**config.mk**
```make
export PLATFORM = sky130hd
export DESIGN_NAME = ps2_set1_scancode_to_ascii_fifo
export DESIGN_NICKNAME = d
export VERILOG_FILES = /design/src/rtl/core/ps2kbd_pkg.sv /design/src/rtl/core/ps2kbd_front.sv /design/src/rtl/core/ps2kbd_queue.sv /design/src/rtl/core/ps2kbd_back.sv /design/src/rtl/core/ps2_set1_scancode_to_ascii_fifo.sv
export SDC_FILE = /design/constraint.sdc
export NUM_CORES = 1
export LEC_CHECK = 0
export BUFFER_PORTS_ARGS = -buffer_cell sky130_fd_sc_hd__buf_2
export CELL_PAD_IN_SITES_DETAIL_PLACEMENT = 1
export CELL_PAD_IN_SITES_GLOBAL_PLACEMENT = 1
export CORE_MARGIN = 1.5
export CORE_UTILIZATION = 40
export DETAILED_ROUTE_END_ITERATION = 12
export GPL_TIMING_DRIVEN = 0
export PLACE_DENSITY_LB_ADDON = 0.1
export REMOVE_ABC_BUFFERS = 1
export SETUP_SLACK_MARGIN = 0.02
export SYNTH_ARGS = -nofsm -noshare
export SYNTH_HDL_FRONTEND = slang
export SYNTH_SLANG_ARGS = --single-unit
export TNS_END_PERCENT = 20
```
**constraint.sdc**
```tcl
create_clock -name clk_i -period 8.2 [get_ports clk_i]
set_input_delay 2.05 -clock clk_i [delete_from_list [all_inputs] [get_ports clk_i]]
set_output_delay 2.05 -clock clk_i [all_outputs]
set_load 0.05 [all_outputs]
```
**src/rtl/core/ps2kbd_pkg.sv**
```systemverilog
// ----------------------------------------------------------------------------
// ps2kbd_pkg
// Shared types, constants and translation tables of the set-1 keyboard decoder.
// ----------------------------------------------------------------------------
package ps2kbd_pkg;

  // character store
  localparam int unsigned FifoDepth = 64;
  localparam int unsigned PtrW      = $clog2(FifoDepth);

  // queue between decoder and character store
  localparam int unsigned QDepth = 2;
  localparam int unsigned QIdxW  = $clog2(QDepth);
  localparam int unsigned QCntW  = $clog2(QDepth + 1);

  // scan codes
  localparam logic [7:0] ScLShift = 8'h2A;
  localparam logic [7:0] ScRShift = 8'h36;
  localparam logic [7:0] ScCaps   = 8'h3A;
  localparam logic [7:0] ScCtrl   = 8'h1D;
  localparam logic [7:0] ScAlt    = 8'h38;
  localparam logic [7:0] ScPrefix = 8'hE0;
  localparam logic [7:0] ScExtDel = 8'h53;
  localparam logic [7:0] TableLen = 8'h3B;

  localparam logic [6:0] ChNone      = 7'h00;
  localparam logic [6:0] ChBackspace = 7'h08;
  localparam logic [6:0] ChCaseBit   = 7'h20;

  typedef struct packed {
    logic       command;
    logic [7:0] scan_code;
  } in_item_t;

  typedef struct packed {
    logic [6:0] char_out;
    logic       key_pending;
    logic       dropped;
  } out_item_t;

  // decoded operation passed to the back end
  typedef struct packed {
    logic       is_read;
    logic [6:0] ch;
  } kbd_op_t;

  // tables padded to 64 entries, codes from 0x3b upwards never index them
  localparam logic [6:0] PlainMap [64] = '{
    7'h00, 7'h1B, 7'h31, 7'h32, 7'h33, 7'h34, 7'h35, 7'h36,
    7'h37, 7'h38, 7'h39, 7'h30, 7'h2D, 7'h3D, 7'h08, 7'h09,
    7'h71, 7'h77, 7'h65, 7'h72, 7'h74, 7'h79, 7'h75, 7'h69,
    7'h6F, 7'h70, 7'h5B, 7'h5D, 7'h0A, 7'h00, 7'h61, 7'h73,
    7'h64, 7'h66, 7'h67, 7'h68, 7'h6A, 7'h6B, 7'h6C, 7'h3B,
    7'h27, 7'h60, 7'h00, 7'h5C, 7'h7A, 7'h78, 7'h63, 7'h76,
    7'h62, 7'h6E, 7'h6D, 7'h2C, 7'h2E, 7'h2F, 7'h00, 7'h2A,
    7'h00, 7'h20, 7'h00, 7'h00, 7'h00, 7'h00, 7'h00, 7'h00
  };

  localparam logic [6:0] UpperMap [64] = '{
    7'h00, 7'h1B, 7'h21, 7'h40, 7'h23, 7'h24, 7'h25, 7'h5E,
    7'h26, 7'h2A, 7'h28, 7'h29, 7'h5F, 7'h2B, 7'h08, 7'h09,
    7'h51, 7'h57, 7'h45, 7'h52, 7'h54, 7'h59, 7'h55, 7'h49,
    7'h4F, 7'h50, 7'h7B, 7'h7D, 7'h0A, 7'h00, 7'h41, 7'h53,
    7'h44, 7'h46, 7'h47, 7'h48, 7'h4A, 7'h4B, 7'h4C, 7'h3A,
    7'h22, 7'h7E, 7'h00, 7'h7C, 7'h5A, 7'h58, 7'h43, 7'h56,
    7'h42, 7'h4E, 7'h4D, 7'h3C, 7'h3E, 7'h3F, 7'h00, 7'h2A,
    7'h00, 7'h20, 7'h00, 7'h00, 7'h00, 7'h00, 7'h00, 7'h00
  };

  function automatic logic [PtrW-1:0] ptr_next(input logic [PtrW-1:0] p);
    logic [PtrW-1:0] r;
    if (p == PtrW'(FifoDepth - 1)) begin
      r = '0;
    end else begin
      r = p + 1'b1;
    end
    return r;
  endfunction

endpackage

```
**src/rtl/core/ps2kbd_front.sv**
```systemverilog
// ----------------------------------------------------------------------------
// ps2kbd_front
// Takes requests, tracks shift, caps-lock and prefix flags, and turns each
// request into a read or a character operation.
// ----------------------------------------------------------------------------
module ps2kbd_front (
  input  logic                  clk_i,
  input  logic                  rst_ni,
  input  logic                  in_valid_i,
  output logic                  in_ready_o,
  input  ps2kbd_pkg::in_item_t  in_data_i,
  output logic                  op_valid_o,
  input  logic                  op_ready_i,
  output ps2kbd_pkg::kbd_op_t   op_o
);
  import ps2kbd_pkg::*;

  logic       shift_q, shift_d;
  logic       caps_q, caps_d;
  logic       prefix_q, prefix_d;
  logic [7:0] sc;
  logic [6:0] mk;
  logic [6:0] lut;
  logic [6:0] ch;
  logic       accept;

  assign sc     = in_data_i.scan_code;
  assign mk     = sc[6:0];
  assign accept = in_valid_i && op_ready_i;

  assign lut = shift_q ? UpperMap[sc[5:0]] : PlainMap[sc[5:0]];

  always_comb begin
    shift_d  = shift_q;
    caps_d   = caps_q;
    prefix_d = prefix_q;
    ch       = ChNone;
    if (!in_data_i.command) begin
      priority if (sc == ScPrefix) begin
        prefix_d = 1'b1;
      end else if (sc[7]) begin
        // release code
        if (!prefix_q && (mk == ScLShift[6:0] || mk == ScRShift[6:0])) begin
          shift_d = 1'b0;
        end
        prefix_d = 1'b0;
      end else if (prefix_q) begin
        prefix_d = 1'b0;
        ch       = (sc == ScExtDel) ? ChBackspace : ChNone;
      end else if (sc == ScLShift || sc == ScRShift) begin
        shift_d = 1'b1;
      end else if (sc == ScCaps) begin
        caps_d = !caps_q;
      end else if (sc == ScCtrl || sc == ScAlt || sc >= TableLen) begin
        ch = ChNone;
      end else begin
        ch = lut;
        if (caps_q && ((lut >= 7'h61 && lut <= 7'h7A) ||
                       (lut >= 7'h41 && lut <= 7'h5A))) begin
          ch = lut ^ ChCaseBit;
        end
      end
    end
  end

  always_ff @(posedge clk_i or negedge rst_ni) begin
    if (!rst_ni) begin
      shift_q  <= 1'b0;
      caps_q   <= 1'b0;
      prefix_q <= 1'b0;
    end else if (accept) begin
      shift_q  <= shift_d;
      caps_q   <= caps_d;
      prefix_q <= prefix_d;
    end
  end

  assign in_ready_o    = op_ready_i;
  assign op_valid_o    = in_valid_i;
  assign op_o.is_read  = in_data_i.command;
  assign op_o.ch       = ch;

endmodule

```
**src/rtl/core/ps2kbd_queue.sv**
```systemverilog
// ----------------------------------------------------------------------------
// ps2kbd_queue
// Short operation queue between the decoder and the character store.
// ----------------------------------------------------------------------------
module ps2kbd_queue (
  input  logic                 clk_i,
  input  logic                 rst_ni,
  input  logic                 push_valid_i,
  output logic                 push_ready_o,
  input  ps2kbd_pkg::kbd_op_t  push_data_i,
  output logic                 pop_valid_o,
  input  logic                 pop_ready_i,
  output ps2kbd_pkg::kbd_op_t  pop_data_o
);
  import ps2kbd_pkg::*;

  kbd_op_t          slot_q [QDepth];
  logic [QIdxW-1:0] wr_q, rd_q;
  logic [QCntW-1:0] cnt_q;
  logic             push, pop;

  assign push_ready_o = (cnt_q != QCntW'(QDepth));
  assign pop_valid_o  = (cnt_q != '0);
  assign push         = push_valid_i && push_ready_o;
  assign pop          = pop_valid_o && pop_ready_i;
  assign pop_data_o   = slot_q[rd_q];

  always_ff @(posedge clk_i) begin
    if (push) begin
      slot_q[wr_q] <= push_data_i;
    end
  end

  always_ff @(posedge clk_i or negedge rst_ni) begin
    if (!rst_ni) begin
      wr_q  <= '0;
      rd_q  <= '0;
      cnt_q <= '0;
    end else begin
      if (push) begin
        wr_q <= (wr_q == QIdxW'(QDepth - 1)) ? '0 : wr_q + 1'b1;
      end
      if (pop) begin
        rd_q <= (rd_q == QIdxW'(QDepth - 1)) ? '0 : rd_q + 1'b1;
      end
      if (push && !pop) begin
        cnt_q <= cnt_q + 1'b1;
      end else if (pop && !push) begin
        cnt_q <= cnt_q - 1'b1;
      end
    end
  end

endmodule

```
**src/rtl/core/ps2kbd_back.sv**
```systemverilog
// ----------------------------------------------------------------------------
// ps2kbd_back
// Character ring store with push, pop and drop-on-full, plus the output
// register that presents one result per operation.
// ----------------------------------------------------------------------------
module ps2kbd_back (
  input  logic                   clk_i,
  input  logic                   rst_ni,
  input  logic                   op_valid_i,
  output logic                   op_ready_o,
  input  ps2kbd_pkg::kbd_op_t    op_i,
  output logic                   out_valid_o,
  input  logic                   out_ready_i,
  output ps2kbd_pkg::out_item_t  out_data_o
);
  import ps2kbd_pkg::*;

  logic [6:0]      mem_q [FifoDepth];
  logic [6:0]      rdata_q;
  logic [PtrW-1:0] wp_q, wp_d, rp_q, rp_d;
  logic [PtrW-1:0] wp_nx;
  logic            out_valid_q;
  logic [6:0]      char_q;
  logic            sel_mem_q;
  logic            pending_q, pending_d;
  logic            dropped_q, dropped_d;
  logic            issue, empty, full;
  logic            do_pop, do_push;

  assign op_ready_o = !out_valid_q || out_ready_i;
  assign issue      = op_valid_i && op_ready_o;

  assign empty = (wp_q == rp_q);
  assign wp_nx = ptr_next(wp_q);
  assign full  = (wp_nx == rp_q);

  always_comb begin
    do_pop    = 1'b0;
    do_push   = 1'b0;
    dropped_d = 1'b0;
    wp_d      = wp_q;
    rp_d      = rp_q;
    if (op_i.is_read) begin
      if (!empty) begin
        do_pop = 1'b1;
        rp_d   = ptr_next(rp_q);
      end
    end else if (op_i.ch != ChNone) begin
      if (full) begin
        dropped_d = 1'b1;
      end else begin
        do_push = 1'b1;
        wp_d    = wp_nx;
      end
    end
    pending_d = (wp_d != rp_d);
  end

  always_ff @(posedge clk_i) begin
    if (issue && do_push) begin
      mem_q[wp_q] <= op_i.ch;
    end
  end

  // read data holds while the output is stalled
  always_ff @(posedge clk_i) begin
    if (issue && do_pop) begin
      rdata_q <= mem_q[rp_q];
    end
  end

  always_ff @(posedge clk_i) begin
    if (issue) begin
      char_q    <= op_i.is_read ? ChNone : op_i.ch;
      sel_mem_q <= do_pop;
      pending_q <= pending_d;
      dropped_q <= dropped_d;
    end
  end

  always_ff @(posedge clk_i or negedge rst_ni) begin
    if (!rst_ni) begin
      wp_q        <= '0;
      rp_q        <= '0;
      out_valid_q <= 1'b0;
    end else begin
      if (issue) begin
        wp_q <= wp_d;
        rp_q <= rp_d;
      end
      if (op_ready_o) begin
        out_valid_q <= op_valid_i;
      end
    end
  end

  assign out_valid_o            = out_valid_q;
  assign out_data_o.char_out    = sel_mem_q ? rdata_q : char_q;
  assign out_data_o.key_pending = pending_q;
  assign out_data_o.dropped     = dropped_q;

endmodule

```
**src/rtl/core/ps2_set1_scancode_to_ascii_fifo.sv**
```systemverilog
// ----------------------------------------------------------------------------
// ps2_set1_scancode_to_ascii_fifo
// Set-1 scan code decoder with a character FIFO and read-key requests.
// ----------------------------------------------------------------------------
// Input channel (in_valid_i / in_ready_o / in_data_i): each request is a
// received scan code byte (command 0) or a read of one key (command 1).
// Output channel (out_valid_o / out_ready_i / out_data_o): exactly one result
// per request, in order: the produced or popped character (0 if none), the
// pending flag and the dropped flag.
// The request is held in the decoder-side queue once accepted; the store
// update, the registered store read and the output register then all land
// on the same edge, when the back end issues the request.
// Throughput is one request per cycle while the receiver takes results;
// each request does either one push or one pop on the character store.
// The store keeps up to 63 characters; a character produced while it is full
// is still reported but flagged as dropped.
// Reset clears the shift, caps-lock and prefix flags and empties the store;
// no clearing pass, requests are taken from the first cycle after reset.
// If the receiver stalls, the output register holds its result, the 2-entry
// queue fills, and in_ready_o then drops until results are taken.
// ----------------------------------------------------------------------------
module ps2_set1_scancode_to_ascii_fifo (
  input  logic                   clk_i,
  input  logic                   rst_ni,
  input  logic                   in_valid_i,
  output logic                   in_ready_o,
  input  ps2kbd_pkg::in_item_t   in_data_i,
  output logic                   out_valid_o,
  input  logic                   out_ready_i,
  output ps2kbd_pkg::out_item_t  out_data_o
);
  import ps2kbd_pkg::*;

  logic    fr_valid, fr_ready;
  kbd_op_t fr_op;
  logic    bk_valid, bk_ready;
  kbd_op_t bk_op;

  ps2kbd_front u_front (
    .clk_i      (clk_i),
    .rst_ni     (rst_ni),
    .in_valid_i (in_valid_i),
    .in_ready_o (in_ready_o),
    .in_data_i  (in_data_i),
    .op_valid_o (fr_valid),
    .op_ready_i (fr_ready),
    .op_o       (fr_op)
  );

  ps2kbd_queue u_queue (
    .clk_i        (clk_i),
    .rst_ni       (rst_ni),
    .push_valid_i (fr_valid),
    .push_ready_o (fr_ready),
    .push_data_i  (fr_op),
    .pop_valid_o  (bk_valid),
    .pop_ready_i  (bk_ready),
    .pop_data_o   (bk_op)
  );

  ps2kbd_back u_back (
    .clk_i       (clk_i),
    .rst_ni      (rst_ni),
    .op_valid_i  (bk_valid),
    .op_ready_o  (bk_ready),
    .op_i        (bk_op),
    .out_valid_o (out_valid_o),
    .out_ready_i (out_ready_i),
    .out_data_o  (out_data_o)
  );

endmodule

```
# Word-level counts from Yosys, hierarchy flattened
# Memories as Yosys holds them, arrays and structs flattened. A register that Yosys moved wholly into a read port is not among the register bits.
# Cells that the tools add are included.
# op_classes
magnitude_cmp,6
n_mul,0
addsub,6
muxes,41
n_eq_ne,17
n_reduce_logical,29
div,0
shift,0
bitwise,8
# ops
op,n
7-bit two-way mux,13
6-bit two-way mux,8
8-bit by 6-bit == test with 1-bit output (second input constant),4
7-bit >= comparator (second input constant),3
1-bit two-way mux,17
7-bit by 6-bit == test with 1-bit output (second input constant),2
7-bit less-or-equal comparator (second input constant),2
6-bit by 1-bit adder with 6-bit output (second input constant),2
6-bit == test,2
6-bit == test (second input constant),2
1-bit logical AND,10
8-bit by 5-bit == test with 1-bit output (second input constant),1
8-bit by 7-bit == test with 1-bit output (second input constant),1
8-bit == test (second input constant),1
8-bit by 6-bit >= comparator with 1-bit output (second input constant),1
1-bit inverter,7
6-bit inverter with 7-bit output,1
7-bit AND reduction,1
7-bit nonzero test,1
1-bit logical OR,6
6-bit != test,1
6-bit AND reduction,1
2-bit nonzero test,3
1-bit zero test,5
9 further kinds,12
# word_totals
mem_count,4
register_bits,30
latchBits,0
wordCells,124
out_inout_bits,11
ramBits,464
mem_bits_ro,896
inputBits,13
# mem_list
name,depth,width,rd,rd_clocked_by_memory_dff,wr,line,source
(name not given),64,7,1,0,0,ps2kbd_front.sv:31,assign lut = shift_q ? UpperMap[sc[5:0]] : PlainMap[sc[5:0]];
(name not given),64,7,1,0,0,ps2kbd_front.sv:31,
u_back.mem_q,64,7,1,1,1,ps2kbd_back.sv:18,logic [6:0] mem_q [FifoDepth];
u_queue.slot_q,2,8,1,0,1,ps2kbd_queue.sv:17,kbd_op_t slot_q [QDepth];

# Logic depth before layout (Yosys ltp)
# Gate-level depths: netlist (run 1).
# depth
ltp_word,17
mapped_depth,12
mapped_depth_nobuf,10

# Hierarchy
# Synthesis (run 1) repeated with hierarchy kept, for this count alone.
# unflattened
hier_cells,1188
area_unflattened_um2,21498.1
# by_module_without_submodules
mod,seq_area_each_um2,instances,cells_per_inst,area_per_inst_um2
ps2kbd_back,14288.7,1,928,19247.2
ps2kbd_front,75.1,1,217,1463.9
ps2kbd_queue,580.6,1,43,787.0

# Least setup slack after synthesis (run 1)
# No wires, ideal clock.
# synth_timing
kind,input-to-reg
startpoint,input port in_data_i[1] (netlist bit)
endpoint,memory u_queue.slot_q[0][5] (netlist bit) (data pin)
cell_stages,11
path_buffers,2
setup_time_ns,0.160
arrival_time_ns,4.391
required_time_ns,8.040
path_slack_ns,3.649
cell_sequence,buf_2 inv_1 ha_1 clkbuf_1 nand2b_1 mux4_2 o22ai_1 o21ai_1 or4_1 nand4_1 mux2i_1
# synth_rtl
element,line,source
from (decl),ps2_set1_scancode_to_ascii_fifo.sv:27,"input ps2kbd_pkg::in_item_t in_data_i,"
to (decl),ps2kbd_queue.sv:17,

# Final worst setup path (run 1)
# layout_timing
startpoint,input port out_ready_i
endpoint,"memory u_back.mem_q[23][2], enable pin"
# layout_via
elab_chain_cells,5
# layout_lines
element,line,source
from (decl),ps2_set1_scancode_to_ascii_fifo.sv:29,"input logic out_ready_i,"
1-bit logical OR,ps2kbd_back.sv:30,assign op_ready_o = !out_valid_q || out_ready_i;
1-bit logical AND,ps2kbd_back.sv:31,assign issue = op_valid_i && op_ready_o;
named net u_back.issue,ps2kbd_back.sv:27,"logic issue, empty, full;"
1-bit logical AND,ps2kbd_back.sv:60,if (issue && do_push) begin
1-bit two-way mux,ps2kbd_back.sv:60,
1-bit two-way mux (implied by the code),ps2kbd_back.sv:61,mem_q[wp_q] <= op_i.ch;
to (decl),ps2kbd_back.sv:18,
# The timed path passes the listed nets, and every way through them passes these cells.

==> impl_metrics.yaml, run 1 <==
outcome:
  status: "finished with violations"
  violations: "design-rule violations"
clock_tree:
  cts_resized: 0
  cts-root-buf: "clkbuf_16"
  cts_max_level: 2
  hold_buffers: 0
  cts_setup_buffers: 0
  cts_tree: "yes"
  clk_path_buf_depth: 3
  cts_inserted_buffers: 53
  clk_latency_ns: 0.60
  clock-sinks: 501
  cts.clk_slew.worst_paths_ns: 0.06
worst_setup_path:
  end_kind: "register"
  cp_slowest_cell: "nor2_1"
  crit_family: "simple AND/OR/NAND/NOR gates"
  cp_data_arrival_time_ns: 5.15
  path_cells: "buf_2 > nand2b_1 > o21ai_1 > inv_1 > and2_4 > nand4_1 > nor2_1"
  crit_type: "in2reg"
  worstPathMaxFanout: 14
  critical_path.n_buffers_inverters: 2
  required_ns: 8.42
  slowest_delay_ns: 0.99
  start_kind: "input port"
global_route:
  grt_pass1_vias: 11282
  antenna_found_initial: 2
  track_usage_pct: 19.2
  grt_max_degree: 66
  grt_pass1_wl_um: 76200
  grt-ovfl-total: 0
route:
  routed_wirelength_um: 51900
  wl_per_cell_um: 27.1
  drcViolationCount: 2
  drt_first_iter_violations: 746
  drtAntennaViolNets: 0
  vias: 10875
  drt-pass1-iter-count: 9
  avgViaCountPerCell: 5.68
synthesis:
  ys_seq_area_share_pct: 69.7
  yosys.area_share.simple_pct: 5.56
  synth-seq-cells: 501
  syn_area_um2: 21500
  yosysTopAreaCell: "edfxtp_1"
  synthTopCellsByArea: "edfxtp_1 67%, mux4_2 16%, dfrtp_1 2.3%"
  synth_xor_area_share_pct: 0.980
  synth_mux_area_share_pct: 17.6
  syn_avg_cell_area_um2: 18.3
  synth_top_family_by_area: "multiplexers"
  synth_compound_area_share_pct: 3.37
  async_reset_ff_share_pct: 3.99
  synth_most_common_cell: "edfxtp_1"
  synth_top_area_share_pct: 67.3
  ys_types: 72
  ys.flop_type: "edfxtp_1"
  ys_top_cells_by_count: "481 x edfxtp_1, 151 x mux4_2, 94 x nor2_1"
  ys_warn_count: 0
  synthAdderAreaFrac_pct: 0.875
  synth-edff-count: 481
  synth_cells: 1172
die:
  die-height_um: 235
  initial_utilization_pct: 40.7
  die_width_um: 235
  dieArea_um2: 55000
  rows: 84
  core_area_um2: 52800
  ios: 24
pwr:
  p_leak_uw: 0.00753
  peakVddDrop_mv: 0.182
  finalPower_uw: 8730
  power_density_nw_per_um2: 363
finish:
  post-route-util_pct: 45.6
  layout-drive-gt1-share_pct: 25.2
  area_delta_synth_final_pct: 12.0
  finalNetCount: 1211
  nFillCells: 4966
  final_design_area_no_fill_um2: 24000
timing:
  fmax_mhz: 203
  grt_setup_unrepaired: "false"
  skew_ns: 0.0164
  final.period_utilization_pct: 60.1
  tightest_slew_ns: 1.34
  hold_viol: 0
  setup_viol: 0
  drv_slew: 0
  slew_headroom_pct: 10.5
  holdWs_ns: 0.492
  finalSetupTns_ns: 0
  period_needed_ns: 4.92
run:
  maxCapViolations: 0
placement:
  numPortBuffers: 23
  place_area_um2: 22300
  place_hpwl_um: 31600
  place_congestion: 0.818
hold_path:
  holdCritPathClass: "reg2reg"
[area by class of cell]
class | instances | area (um2) | area share, %
flip-flops and latches | 501 | 15000 | 62.2
multi-input cells | 580 | 6100 | 25.4
clock buffers | 67 | 1420 | 5.90
well taps | 688 | 861 | 3.58
clock inverters | 32 | 343 | 1.43
repair buffers | 31 | 298 | 1.24
inverters | 16 | 60.1 | 0.250
diodes | 1 | 2.50 | 0.0104
[metrics by stage]
stage	worst slack, ns	cells
finish	3.28	1916
global route	3.07	1915
CTS	3.29	1915
detailed placement	2.64	1816
global placement	-2.08	1808
floorplan	1.39	1097
[cells by family after synthesis]
group | after synthesis
AOI/OAI and AO/OA | 110
xor gates and xnor gates | 24
and+or+nand+nor | 246
adders and majority gates | 15
buffers and inverters | 91
DFF | 501
muxes | 185
[report_power, final]
part | total (uW) | internal [uW] | switching [uW] | leakage [uW]
logic | 2740 | 1130 | 1610 | 0.00208
registers | 3560 | 3300 | 255 | 0.00458
clock network | 2430 | 1420 | 1010 | 0.000858
[metal layers]
metal  GRT usage, %  vias up  share of wire (%)
met4           4.26        0                1.7
met1           27.7     5809                 46
met2           30.7      220                 48
li1               -     4781                  -
met3           3.16       65                4.2
met5              0        -                  0
[worst reg2reg max path: cells and delay by family, from the launching register on]
kind                   cells  cell delay [ns]
AND/OR/NAND/NOR            3             2.18
buffers and inverters      2             0.80
flip-flops                 1             0.77
AO/OA/AOI/OAI              2             0.47
multiplexers               1             0.22
[final timing paths]
check	slack [ns]	cells past startpoint	start	end
min in group asynchronous	1.42	1	rst_ni	u_back.rp_q[3]
worst max-delay path	3.28	7	out_ready_i	u_back.mem_q[23][2]
worst min register to register	0.49	1	u_front.caps_q	u_front.caps_q
worst min-delay path	0.49	1	u_front.caps_q	u_front.caps_q
max in group asynchronous	6.39	1	rst_ni	u_back.rp_q[0]
worst max register to register	3.38	8	u_queue.rd_q	u_back.mem_q[23][2]
[registers in the layout, summed over array words and instances (netlist names)]
signal and flops:
u_front.shift_q 1, u_back.wp_q 6, u_back.char_q 7, u_back.mem_q 448, u_front.prefix_q 1, u_back.sel_mem_q 1, u_front.caps_q 1, u_queue.slot_q 16
u_queue.cnt_q 2, u_back.rdata_q 7, u_back.pending_q 1, u_back.rp_q 6, u_back.out_valid_o 1, u_queue.rd_q 1, u_queue.wr_q 1, u_back.dropped_q 1
[cell usage in the layout (no fill, tap or decap), drive strengths merged, types with 16 or more instances in the layout]
cell type,netlist,final
a21oi,34,34
nor3,18,18
clkinv,1,19
clkbuf,26,67
nand2,47,47
mux4,151,151
buf,49,31
xnor2,16,16
edfxtp,481,481
o21ai,26,26
nor2,99,99
inv,15,20
dfrtp,20,20
mux2,23,23
Power figures use the tool's default switching activity.
==> inputs of run 2 (changes only) <==
==> constraint.sdc (replaced) <==
create_clock -name clk_i -period 4.3 [get_ports clk_i]
set_input_delay 1.075 -clock clk_i [delete_from_list [all_inputs] [get_ports clk_i]]
set_output_delay 1.075 -clock clk_i [all_outputs]
set_load 0.05 [all_outputs]
==> run 2 against run 1 <==
  * The run still ends with design-rule violations left
  * Register-to-register slack worse by 3.3 ns
  * Clock skew about the same
  * Final area up 1.0%
  * Clock power up 91%
  * Largest cell class unchanged
  * Worst setup slack worse by 3.2 ns
  * Non-clock buffer count up 9
==> impl_metrics.yaml, run 2 (same netlist as run 1, synthesis figures left out) <==
finish:
  area_delta_synth_final_pct: 13.2
  nFillCells: 4953
  layout_commonest_cell: "edfxtp_1"
  largest-register: "u_back.mem_q"
  largest_reg_flops: 448
  post-route-util_pct: 46.0
  layout-drive-gt1-share_pct: 30.2
  mostFrequentLayoutCells: "481 x edfxtp_1, 151 x mux4_2, 53 x clkbuf_16"
  largestRegisters: "u_back.mem_q x448, u_queue.slot_q x16"
  finalNetCount: 1220
worst_setup_path:
  required_ns: 4.54
  worstPathMaxFanout: 17
  start_kind: "register"
  reg2reg_depth: 9
  crit_family: "simple AND/OR/NAND/NOR gates"
  reg2reg_slack_ns: 0.12
  reg2reg_to: "u_back.mem_q[1][6]"
  end_kind: "register"
  timing.rr.start: "u_back.wp_q[0]"
  path_cells: "ha_1 > nand3_1 > nor3_1 > nand4b_1 > a2111oi_2 > a21oi_2 > and2_4 > nand4bb_2 > nor2_2"
  crit_end: "u_back.mem_q[1][6]"
  slowest_delay_ns: 0.67
  path_depth: 9
  cp_slowest_cell: "dfrtp_1"
  cp-startpoint: "u_back.wp_q[0]"
  cp_data_arrival_time_ns: 4.42
  crit_type: "reg2reg"
  critical_path.n_buffers_inverters: 0
timing:
  worst_slack_ns: 0.124
  finalSetupTns_ns: 0
  setup_viol: 0
  grt_setup_unrepaired: "true"
  tightest_slew_ns: 1.36
  final.period_utilization_pct: 97.1
  hold_viol: 0
  drv_slew: 0
  period_needed_ns: 4.18
  slew_headroom_pct: 9.24
  fmax_mhz: 239
  holdWs_ns: 0.444
  skew_ns: 0.0161
clock_tree:
  clock-sinks: 501
  clk_latency_ns: 0.60
  cts_inserted_buffers: 53
  cts.clk_slew.worst_paths_ns: 0.06
  cts_tree: "yes"
  cts-root-buf: "clkbuf_16"
  cts_max_level: 2
  hold_buffers: 0
  clk_path_buf_depth: 3
route:
  drcViolationCount: 2
  routed_wirelength_um: 52100
  wl_per_cell_um: 27.0
  drt-pass1-iter-count: 8
  avgViaCountPerCell: 5.66
  drtAntennaViolNets: 0
  drt_first_iter_violations: 787
  vias: 10895
placement:
  place_hpwl_um: 31600
  dp_slack_ns: -0.469
  place_congestion: 0.818
  numPortBuffers: 23
run:
  maxCapViolations: 0
pwr:
  p_seq_share_pct: 40.6
  p_int_uw: 11200
  p_leak_uw: 0.00756
  finalPower_uw: 16700
  power_density_nw_per_um2: 689
  combPwrFrac_pct: 31.7
  peakVddDrop_mv: 0.347
  p_sw_uw: 5540
  switching_share_pct: 33.1
  p_clk_share_pct: 27.7
global_route:
  grt_pass1_vias: 11327
  antenna_found_initial: 2
  grt_pass1_wl_um: 76400
  grt-ovfl-total: 0
  track_usage_pct: 19.2
  grt_max_degree: 66
outcome:
  status: "finished with violations"
  violations: "design-rule violations"
die:
  die-height_um: 235
  initial_utilization_pct: 40.7
  die_width_um: 235
  rows: 84
  dieArea_um2: 55000
  core_area_um2: 52800
  ios: 24
hold_path:
  holdCritPathClass: "in2async"
[run 2: changes by cell type in the layout (fill, tap and decap cells not counted), moves of 2 or more]
| cell | change |
|---|---|
| nand3_2 | +2 |
| nand3_1 | -2 |
| nor2_4 | +7 |
| nor2_1 | -51 |
| buf_4 | +9 |
| nor2_2 | +44 |
[run 2: routing by layer]
layer  global-route usage, %  up-vias  wire length [um]
met5                       0        -                 0
met4                    4.24        0               829
met3                    3.09       65              2170
met2                    30.9      205             25400
met1                    27.8     5821             23700
li1                        -     4804                 -
[run 2: worst min path at each step]
stage                                  start            endpoint  slack, ns  depth (start not counted)
final                                 rst_ni      u_back.rp_q[3]       0.44                          1
after global routing                  rst_ni      u_back.rp_q[3]       0.47                          1
after CTS                             rst_ni      u_back.rp_q[3]       0.45                          1
after detailed placement      u_front.caps_q      u_front.caps_q       0.49                          1
after global placement    u_back.out_valid_o  u_back.out_valid_o       0.48                          2
after floorplan               u_front.caps_q      u_front.caps_q       0.45                          1
[run 2: stage by stage]
| stage | cell area, um2 | cells |
|---|---|---|
| 2_1_floorplan | 21100 | 1097 |
| 3_3_place_gp | 22100 | 1808 |
| 3_5_place_dp | 22300 | 1816 |
| 4_1_cts | 24100 | 1920 |
| 5_1_grt | 24300 | 1924 |
| 6_report | 24300 | 1925 |
[run 2: cell type report]
type / count / area, um2 / share of cell area, %
Inverter: 16 / 61.3 / 0.252
Antenna cell: 1 / 2.50 / 0.0103
Tap cell: 688 / 861 / 3.54
Clock buffer: 67 / 1420 / 5.84
Clock inverter: 32 / 343 / 1.41
Sequential cell: 501 / 15000 / 61.6
Timing Repair Buffer: 40 / 365 / 1.50
Multi-Input combinational cell: 580 / 6280 / 25.9
[run 2: timing repair]
action	4_1_cts	5_1_grt
gates resized for setup	23	40
gates cloned	0	0
setup endpoints to repair	399	343
pin swaps	0	1
buffers inserted	5	4
[run 2: power by group through the flow]
| stage | sequential [uW] | combinational (uW) | clock [uW] |
|---|---|---|---|
| 2_1_floorplan | 7080 | 3330 | 0 |
| 3_3_place_gp | 7330 | 4500 | 0 |
| 3_5_place_dp | 6920 | 5330 | 0 |
| 4_1_cts | 6820 | 5360 | 4750 |
| 5_1_grt | 6850 | 5650 | 4910 |
| 6_report | 6790 | 5300 | 4630 |
